--- src/rtl/evsd_pkg.sv ---
// Shared types and constants for the EMA velocity surge detector.
// Used by evsd_ema, evsd_trend and ema_velocity_surge_detector; no dependencies.
package evsd_pkg;

	localparam int SampleW   = 16;
	localparam int AlphaW    = 16;
	localparam int ThreshW   = 32;
	localparam int MinW      = 16;
	localparam int AvgW      = 32;
	localparam int VelW      = 33;
	localparam int AccW      = 34;
	localparam int CountW    = 32;
	localparam int CfgIndexW = 2;
	localparam int CfgDataW  = 32;

	// Register indexes of the configuration port.
	localparam logic [CfgIndexW-1:0] CFG_SMOOTHING = 2'd0;
	localparam logic [CfgIndexW-1:0] CFG_THRESHOLD = 2'd1;
	localparam logic [CfgIndexW-1:0] CFG_MIN_SAMP  = 2'd2;

	localparam logic [AlphaW-1:0]  ALPHA_RESET   = 16'd6554;
	localparam logic [ThreshW-1:0] THRESH_RESET  = 32'd214748365;
	localparam logic [MinW-1:0]    MIN_SAMP_RESET = 16'd1;

	localparam logic [CountW-1:0] COUNT_MAX = {CountW{1'b1}};

	// Packed result word width, rounded up to whole bytes.
	localparam int ResultBits = AvgW + VelW + AccW + 2 + 3 * CountW;
	localparam int OutDataW   = ((ResultBits + 7) / 8) * 8;

	typedef struct packed {
		logic [AlphaW-1:0]  smoothing_factor;
		logic [ThreshW-1:0] velocity_limit;
		logic [MinW-1:0]    warmup_length;
	} evsd_cfg_t;

	typedef struct packed {
		logic [CountW-1:0]      sample_count;
		logic [CountW-1:0]      negative_count;
		logic [CountW-1:0]      positive_count;
		logic                   negative_surge;
		logic                   positive_surge;
		logic signed [AccW-1:0] acceleration;
		logic signed [VelW-1:0] velocity;
		logic signed [AvgW-1:0] average;
	} evsd_result_t;

endpackage

--- src/rtl/ema_velocity_surge_detector.sv ---
// Top level of the EMA velocity surge detector: stream ports, configuration
// registers and the two-stage pipeline. Depends on evsd_pkg, evsd_ema, evsd_trend.
//
// The block takes one signed Q1.15 sample per input word and returns one result
// word per sample: the exponential moving average (Q1.31), its velocity and
// acceleration, two surge flags and three saturating counters. The first sample
// after reset seeds the average directly; later samples move it by
// alpha * (sample - average), floored. A surge is flagged once the sample count,
// counting the current sample, reaches the warm-up length, when the velocity is
// strictly above the threshold (positive) or strictly below its negative (negative).
// Throughput is one sample per clock while the master side takes every result word.
// Each sample is registered first in the average, then in the result word on the
// master side: the first stage is the average update (one 33 x 17 multiply in the
// average feedback loop), the second computes the differences, compares and
// counters and holds the result word. While the result word waits, an empty first
// stage can still take one sample and then holds it; the slave side stays ready
// as long as the first stage is empty or can move. Configuration is written
// through cfg_wen, cfg_index and cfg_wdata and takes effect on the next accepted
// sample; index 3 is ignored. Write configuration only while no sample is in flight.
module ema_velocity_surge_detector import evsd_pkg::*; (
	input  logic                 clk,
	input  logic                 arst_n,
	// Configuration write port.
	input  logic                 cfg_wen,
	input  logic [CfgIndexW-1:0] cfg_index,
	input  logic [CfgDataW-1:0]  cfg_wdata,
	// Sample stream.
	input  logic                 s_axis_tvalid,
	output logic                 s_axis_tready,
	input  logic [SampleW-1:0]   s_axis_tdata,   // [15:0] sample
	// Result stream.
	output logic                 m_axis_tvalid,
	input  logic                 m_axis_tready,
	// [31:0] average, [64:32] velocity, [98:65] acceleration, [99] positive_surge,
	// [100] negative_surge, [132:101] positive_count, [164:133] negative_count,
	// [196:165] sample_count, [199:197] zero
	output logic [OutDataW-1:0]  m_axis_tdata
);

	evsd_cfg_t              cfg_q;
	logic                   valid_s1;
	logic                   valid_s2;
	logic                   accept;
	logic                   advance;
	logic                   out_free;
	logic signed [AvgW-1:0] avg_s1;
	evsd_result_t           res_q;

	// Configuration registers; writes to an unused index are dropped.
	always_ff @(posedge clk or negedge arst_n) begin
		if (!arst_n) begin
			cfg_q.smoothing_factor <= ALPHA_RESET;
			cfg_q.velocity_limit   <= THRESH_RESET;
			cfg_q.warmup_length    <= MIN_SAMP_RESET;
		end else if (cfg_wen) begin
			unique case (cfg_index)
				CFG_SMOOTHING: cfg_q.smoothing_factor <= cfg_wdata[AlphaW-1:0];
				CFG_THRESHOLD: cfg_q.velocity_limit   <= cfg_wdata[ThreshW-1:0];
				CFG_MIN_SAMP:  cfg_q.warmup_length    <= cfg_wdata[MinW-1:0];
				default: begin
				end
			endcase
		end
	end

	// The result register can load when it is empty or being drained this cycle.
	// The first stage can load when it is empty or moving into the result register.
	assign out_free      = !valid_s2 || m_axis_tready;
	assign advance       = valid_s1 && out_free;
	assign s_axis_tready = !valid_s1 || out_free;
	assign accept        = s_axis_tvalid && s_axis_tready;

	always_ff @(posedge clk or negedge arst_n) begin
		if (!arst_n) begin
			valid_s1 <= 1'b0;
			valid_s2 <= 1'b0;
		end else begin
			if (s_axis_tready) begin
				valid_s1 <= s_axis_tvalid;
			end
			if (out_free) begin
				valid_s2 <= valid_s1;
			end
		end
	end

	evsd_ema u_ema (
		.clk    (clk),
		.arst_n (arst_n),
		.accept (accept),
		.sample (s_axis_tdata),
		.alpha  (cfg_q.smoothing_factor),
		.avg_s1 (avg_s1)
	);

	evsd_trend u_trend (
		.clk     (clk),
		.arst_n  (arst_n),
		.advance (advance),
		.avg_s1  (avg_s1),
		.cfg     (cfg_q),
		.res_q   (res_q)
	);

	assign m_axis_tvalid = valid_s2;
	assign m_axis_tdata  = {{(OutDataW-ResultBits){1'b0}}, res_q};

endmodule

--- src/rtl/evsd_ema.sv ---
// Moving-average update stage: holds the running average and the seed flag.
// Depends on evsd_pkg.
module evsd_ema import evsd_pkg::*; (
	input  logic                     clk,
	input  logic                     arst_n,
	input  logic                     accept,
	input  logic signed [SampleW-1:0] sample,
	input  logic [AlphaW-1:0]        alpha,
	output logic signed [AvgW-1:0]   avg_s1
);

	logic                       seeded_q;
	logic signed [AvgW-1:0]     target;
	logic signed [AvgW:0]       diff;
	logic signed [AvgW+AlphaW+1:0] product;
	logic signed [AvgW+1:0]     step;
	logic signed [AvgW+1:0]     next_avg;

	// The sample enters the average as sample * 2^16; the product shift floors.
	assign target   = {sample, {(AvgW-SampleW){1'b0}}};
	assign diff     = {target[AvgW-1], target} - {avg_s1[AvgW-1], avg_s1};
	assign product  = diff * $signed({1'b0, alpha});
	assign step     = product[AvgW+AlphaW+1:AlphaW];
	assign next_avg = {{2{avg_s1[AvgW-1]}}, avg_s1} + step;

	always_ff @(posedge clk or negedge arst_n) begin
		if (!arst_n) begin
			seeded_q <= 1'b0;
			avg_s1   <= '0;
		end else if (accept) begin
			seeded_q <= 1'b1;
			if (!seeded_q) begin
				avg_s1 <= target;
			end else begin
				avg_s1 <= next_avg[AvgW-1:0];
			end
		end
	end

endmodule

--- src/rtl/evsd_trend.sv ---
// Slope stage: velocity, acceleration, surge tests and saturating counters.
// Depends on evsd_pkg; the result register also holds the previous step's values.
module evsd_trend import evsd_pkg::*; (
	input  logic                   clk,
	input  logic                   arst_n,
	input  logic                   advance,
	input  logic signed [AvgW-1:0] avg_s1,
	input  evsd_cfg_t              cfg,
	output evsd_result_t           res_q
);

	logic signed [VelW-1:0] vel;
	logic signed [AccW-1:0] acc;
	logic signed [AccW-1:0] vel_wide;
	logic signed [AccW-1:0] thr_pos;
	logic signed [AccW-1:0] thr_neg;
	logic [CountW:0]        seen_plus;
	logic                   armed;
	logic                   pos_hit;
	logic                   neg_hit;
	evsd_result_t           res_d;

	assign vel      = {avg_s1[AvgW-1], avg_s1} - {res_q.average[AvgW-1], res_q.average};
	assign acc      = {vel[VelW-1], vel} - {res_q.velocity[VelW-1], res_q.velocity};
	assign vel_wide = {vel[VelW-1], vel};
	assign thr_pos  = $signed({2'b00, cfg.velocity_limit});
	assign thr_neg  = -thr_pos;

	// Warm-up counts the current sample, even once the count has saturated.
	assign seen_plus = {1'b0, res_q.sample_count} + {{CountW{1'b0}}, 1'b1};
	assign armed     = seen_plus >= {{(CountW+1-MinW){1'b0}}, cfg.warmup_length};
	assign pos_hit   = armed && (vel_wide > thr_pos);
	assign neg_hit   = armed && !pos_hit && (vel_wide < thr_neg);

	always_comb begin
		res_d                = res_q;
		res_d.average        = avg_s1;
		res_d.velocity       = vel;
		res_d.acceleration   = acc;
		res_d.positive_surge = pos_hit;
		res_d.negative_surge = neg_hit;
		if (pos_hit && res_q.positive_count != COUNT_MAX) begin
			res_d.positive_count = res_q.positive_count + 1'b1;
		end
		if (neg_hit && res_q.negative_count != COUNT_MAX) begin
			res_d.negative_count = res_q.negative_count + 1'b1;
		end
		if (res_q.sample_count != COUNT_MAX) begin
			res_d.sample_count = res_q.sample_count + 1'b1;
		end
	end

	always_ff @(posedge clk or negedge arst_n) begin
		if (!arst_n) begin
			res_q <= '0;
		end else if (advance) begin
			res_q <= res_d;
		end
	end

endmodule
--- config.mk ---
export PLATFORM = sky130hd
export DESIGN_NAME = ema_velocity_surge_detector
export DESIGN_NICKNAME = d
export VERILOG_FILES = /design/src/rtl/evsd_pkg.sv /design/src/rtl/ema_velocity_surge_detector.sv /design/src/rtl/evsd_ema.sv /design/src/rtl/evsd_trend.sv
export SDC_FILE = /design/constraint.sdc
export NUM_CORES = 2
export LEC_CHECK = 0
export BUFFER_PORTS_ARGS = -buffer_cell sky130_fd_sc_hd__buf_4
export CORE_ASPECT_RATIO = 1.75
export CORE_MARGIN = 2
export CORE_UTILIZATION = 59
export CTS_CLUSTER_DIAMETER = 120
export CTS_CLUSTER_SIZE = 16
export DETAILED_ROUTE_END_ITERATION = 6
export HOLD_SLACK_MARGIN = 0.05
export PLACE_DENSITY_LB_ADDON = 0.05
export REMOVE_ABC_BUFFERS = 1
export SYNTH_ARGS = -nofsm -noshare
export SYNTH_HDL_FRONTEND = slang
export SYNTH_SLANG_ARGS = --single-unit
export TNS_END_PERCENT = 1
--- constraint.sdc ---
create_clock -name clk -period 23.7 [get_ports clk]
set_input_delay 1.185 -clock clk [delete_from_list [all_inputs] [get_ports clk]]
set_output_delay 1.185 -clock clk [all_outputs]
set_load 0.02 [all_outputs]
# ---- Word-level counts from Yosys, hierarchy flattened
# Index checks and enable logic that the tools add are counted.
dict set report totals {
  regBits 296
  input_bits 55
  output_inout_bits 202
}
dict set report classes {
  add_sub_neg 9
  n_mul 1
  n_lt_le_gt_ge 3
  n_eq_ne 5
  mux 1
  n_reduce_logical 19
}
# operator n
set op_table {}
lappend op_table {{$add A32 B1 Y32 const B} 3}
lappend op_table {{$ne A32 B32 Y1 const B} 3}
lappend op_table {{$sub A32 B32 Y33} 2}
lappend op_table {{$mul A33 B17 Y48} 1}
lappend op_table {{$lt A33 B34 Y1} 1}
lappend op_table {{$neg A32 Y34} 1}
lappend op_table {{$sub A33 B33 Y34} 1}
lappend op_table {{$add A32 B1 Y33 const B} 1}
lappend op_table {{$ge A33 B16 Y1} 1}
lappend op_table {{$gt A33 B33 Y1} 1}
lappend op_table {{$add A32 B32 Y32} 1}
lappend op_table {{$mux W32} 1}
lappend op_table {{$reduce_and A2 Y1} 6}
lappend op_table {{$logic_and A1 B1 Y1} 7}
lappend op_table {{$logic_not A1 Y1} 3}
lappend op_table {{$eq A2 B1 Y1 const B} 1}
lappend op_table {{$eq A2 B2 Y1 const B} 1}
lappend op_table {{$logic_not A2 Y1} 1}
lappend op_table {{$logic_or A1 B1 Y1} 2}

# ---- Longest topological paths before layout
dict set report logic_depth {
  ltp_word 8
  depth_mapped 44
  mapped_depth_nobuf 44
}

# ---- Hierarchy
# A second synthesis with hierarchy kept.
dict set report hier_totals {
  hier_cells 4391
  hier_area_um2 39440.3
}
# mod instances cells_each area_each_um2
set modules_own_cells {}
lappend modules_own_cells {evsd_ema 1 2620 22427.8}
lappend modules_own_cells {evsd_trend 1 1623 14463.9}
lappend modules_own_cells {ema_velocity_surge_detector 1 148 2548.7}

# ---- Worst setup path before layout
# No wires, ideal clock.
dict set report synth_path {
  path_kind {input to register}
  from {in s_axis_tdata[4]}
  to {reg u_ema.avg_s1[31]}
  setup_ps 137
  t_arrival_ps 10261
  path_slack_ps 13302
  path_stages 40
  cell_sequence {ha_1 a21o_1 a2111oi_2 nand2_1 o31a_1 a21o_1 a21o_1 a21oi_1 xnor2_1 and2_1 fa_1 inv_1 fa_1 fa_1 inv_1 fa_1 fa_1 inv_1 [4 not listed] a21oi_1 nor2b_1 a2111oi_1 o31a_1 o31ai_2 a211o_1 a21o_1 a21oi_1 xnor2_1 ha_1 clkbuf_1 nand2_1 o41a_1 o21ai_0 a31oi_1 nor3_1 nand3b_1 a22oi_1}
}
dict set report synth_between {
  elab_chain_cells 4
}
# item line_no
set synth_rtl {}
lappend synth_rtl {{from (decl)} ema_velocity_surge_detector.sv:30} ;# input logic [SampleW-1:0] s_axis_tdata,
lappend synth_rtl {{$sub A32 B32 Y33} evsd_ema.sv:21} ;# assign diff = {target[AvgW-1], target} - {avg_s1[AvgW-1], avg_s1};
lappend synth_rtl {{$mul A33 B17 Y48} evsd_ema.sv:22} ;# assign product = diff * $signed({1'b0, alpha});
lappend synth_rtl {{$add A32 B32 Y32} evsd_ema.sv:24} ;# assign next_avg = {{2{avg_s1[AvgW-1]}}, avg_s1} + step;
lappend synth_rtl {{$mux W32} evsd_ema.sv:32} ;# if (!seeded_q) begin
lappend synth_rtl {{to (signal assigned)} evsd_ema.sv:33} ;# avg_s1 <= target;
lappend synth_rtl {{to (signal assigned)} evsd_ema.sv:35} ;# avg_s1 <= next_avg[AvgW-1:0];
lappend synth_rtl {{to (decl)} evsd_ema.sv:9} ;# output logic signed [AvgW-1:0] avg_s1
# Every way passes these cells.
# A chain may end at the register's enable or synchronous reset.

# ---- Worst setup path after layout
dict set report layout_path {
  from {reg u_ema.avg_s1[5]}
  to {reg u_ema.avg_s1[31]}
}
dict set report layout_between {
  elab_chain_cells 4
}
# item line_no
set layout_rtl {}
lappend layout_rtl {{$sub A32 B32 Y33} evsd_ema.sv:21}
lappend layout_rtl {{$mul A33 B17 Y48} evsd_ema.sv:22}
lappend layout_rtl {{$add A32 B32 Y32 *} evsd_ema.sv:24}
lappend layout_rtl {{$mux W32 *} evsd_ema.sv:32}
# Every way passes the cells marked *; elsewhere a longest branch is shown, timed or not.

==> results.ini <==
[synthesis]
yosysSeqAreaShare = 0.197
yosys-top-cells-count = inv_1 (762), nand2_1 (551), fa_1 (492)
synth-adder-area-share = 0.364
ys.flop_type = dfrtp_1
ys_ff_latch = 296
syn-instance-count = 4203
ys_top_cells_by_area = fa_1 (26%), dfrtp_1 (18%), ha_1 (10%)
synthXorXnorAreaFrac = 0.0667
synth_compound_area_frac = 0.0919
synth_largest_area_cell = fa_1
synth-simple-area-share = 0.163
postSynth.asyncResetShare = 1.00
synth-edff-count = 0
yosys_warnings = 0
synth_top_family_by_area = adder cells
synthMuxAreaShare = 0.0255
ys_types = 82
avgSynthCellArea_um2 = 9.00
synth_top_area_frac = 0.260
netlist_area_mm2 = 0.0378
synth.most_common_cell = inv_1

[floorplanning]
rows = 122
ioPinCount = 257
core_area_mm2 = 0.0633
dieArea_mm2 = 0.0662
fp.dieH_um = 339
die_x_um = 195
start_util = 0.597

[global_route]
antenna_found_initial = 5
grt_pass1_wl_mm = 170
grt_max_degree = 105
grt_pass1_vias = 31600
overflow = 0
grtUsageTotal = 0.331

[routing]
final_antenna_net_count = 0
wl_mm = 107
num_vias = 29800
drtIter0Drc = 1353
met1_length_mm = 37.5
vias_per_cell = 5.73
highest_layer = met5
drt_drc_violations_left = 0
wl_met3_mm = 6.31
wl_met2_mm = 56.2
wl_per_cell_um = 20.5
first_pass_iters = 5

[finish]
drive_gt1_frac = 0.109
fillers = 5499
fin_nets = 5243
stdcell_count = 5204
multi_input_area_mm2 = 0.0271
area_delta_synth_final_pct = 9.20
antenna_cells = 0
fin_util = 0.652
fin_area_mm2 = 0.0413
register_area_mm2 = 0.00744

[run]
cap_violations = 0

[clock_network]
cts_max_level = 1
cts-hold-fix-buffers = 0
ctsResizeCount = 0
clkTransAtPathRegs_ns = 0.08
postCtsSetupBuffers = 0
cts_sinks = 296
clock_path_buffers = 3
cts_tree = built
clock_latency_ns = 0.61
numCtsBuffers = 22
root_buffer = clkbuf_16

[sta]
finalSetupTns_ns = 0
fin_skew_ns = 0.0663
report.final.slew_viol_count = 0
min_period_ns = 11.55
worstMarginPinSlew_ns = 1.11
slew_headroom = 0.258
grt_setup_unrepaired = no
fin_crit_sh = 0.487
hold_viol = 0
fmax_ghz = 0.0866
setup_violations = 0

[worst_setup_path]
slowest_delay_ns = 0.77
crit_arrival_ns = 12.02
critical_path_class = flop to flop
cp_slowest_cell = nor4_2
cpMostUsedCell = fa_1
crit_required_ns = 24.17
path_max_fanout = 16
critPathLaunchType = flop
critPathCaptureType = flop
rrSetupSlack_ns = 12.15

[place]
placed_cells = 5164
hpwl_mm = 83.9
gp_congestion = 0.946
portBuffers = 253
postPlaceCellArea_mm2 = 0.0406

[status]
status = completed

[min_path]
hold_class = flop to flop

## sequential cells by signal (all words and copies together) (netlist names)
| signal | count |
|---|---|
| u_ema.seeded_q | 1 |
| u_trend.res_q | 197 |
| cfg_q | 64 |
| u_ema.avg_s1 | 32 |
| m_axis_tvalid | 1 |
| valid_s1 | 1 |
## stage by stage
step	setup slack (ns)	hold slack [ns]
2_1_floorplan	13.07	0.471
3_3_place_gp	12.24	0.465
4_1_cts	12.19	0.491
5_1_grt	11.46	0.507
3_5_place_dp	12.10	0.472
6_report	12.15	0.485
## cells in the final DEF, fill, tap and decap left out, types with 24 or more instances in the layout
cell        n
inv_1     762
nand2_1   550
fa_1      492
ha_1      314
buf_4     300
dfrtp_1   266
and2_1    231
xnor2_1   178
o21ai_0   164
a21oi_1   151
nor2_1    120
xor2_1     93
nand3_1    80
mux2_2     76
a21o_1     73
nor3_1     53
nand4_1    50
and3_1     49
nand2b_1   29
o21a_1     24
## area by class of cell
class                           count  area share
Clock inverter                      3     0.00103
Tap cell                          806      0.0244
Sequential cell                   296       0.180
Timing Repair Buffer              301      0.0549
Inverter                          762      0.0693
Multi-Input combinational cell   2999       0.655
Clock buffer                       37      0.0147
## final timing paths
kind / start / to / cells past startpoint
min reg2reg: u_trend.res_q[90]$_DFFE_PN0P_ / u_trend.res_q[90]$_DFFE_PN0P_ / 2
max reg2reg: u_ema.avg_s1[5]$_DFFE_PN0P_ / u_ema.avg_s1[31]$_DFFE_PN0P_ / 42
min: u_trend.res_q[90]$_DFFE_PN0P_ / u_trend.res_q[90]$_DFFE_PN0P_ / 2
max in group asynchronous: arst_n / cfg_q[53]$_DFFE_PN0P_ / 2
min in group asynchronous: arst_n / u_trend.res_q[138]$_DFFE_PN0P_ / 1
max: u_ema.avg_s1[5]$_DFFE_PN0P_ / u_ema.avg_s1[31]$_DFFE_PN0P_ / 42
## metal layers
layer | track usage | up-vias
li1 | - | 13700
met1 | 0.365 | 14800
met2 | 0.610 | 971
met3 | 0.0512 | 367
met4 | 0.173 | 8
met5 | 0 | -
## logic make-up after synthesis
| group | after synthesis |
|---|---|
| other | 1 |
| flip-flops | 296 |
| AND/OR/NAND/NOR | 1264 |
| multiplexers | 87 |
| XOR/XNOR | 288 |
| buffers and inverters | 910 |
| AO/OA/AOI/OAI | 551 |
| adder cells (fa/ha/maj) | 806 |
## worst max-delay path: cells and delay by family, from the launching register on
| family | cells | cell delay [ns] |
|---|---|---|
| DFF | 1 | 0.49 |
| buffers and inverters | 5 | 0.52 |
| adders and majority gates | 8 | 3.65 |
| and+or+nand+nor | 11 | 2.79 |
| xor gates and xnor gates | 2 | 0.33 |
| AOI/OAI and AO/OA | 16 | 3.63 |
Power is not shown: default switching activity piles up to over one toggle a cycle in this logic, so the estimate is an artifact.
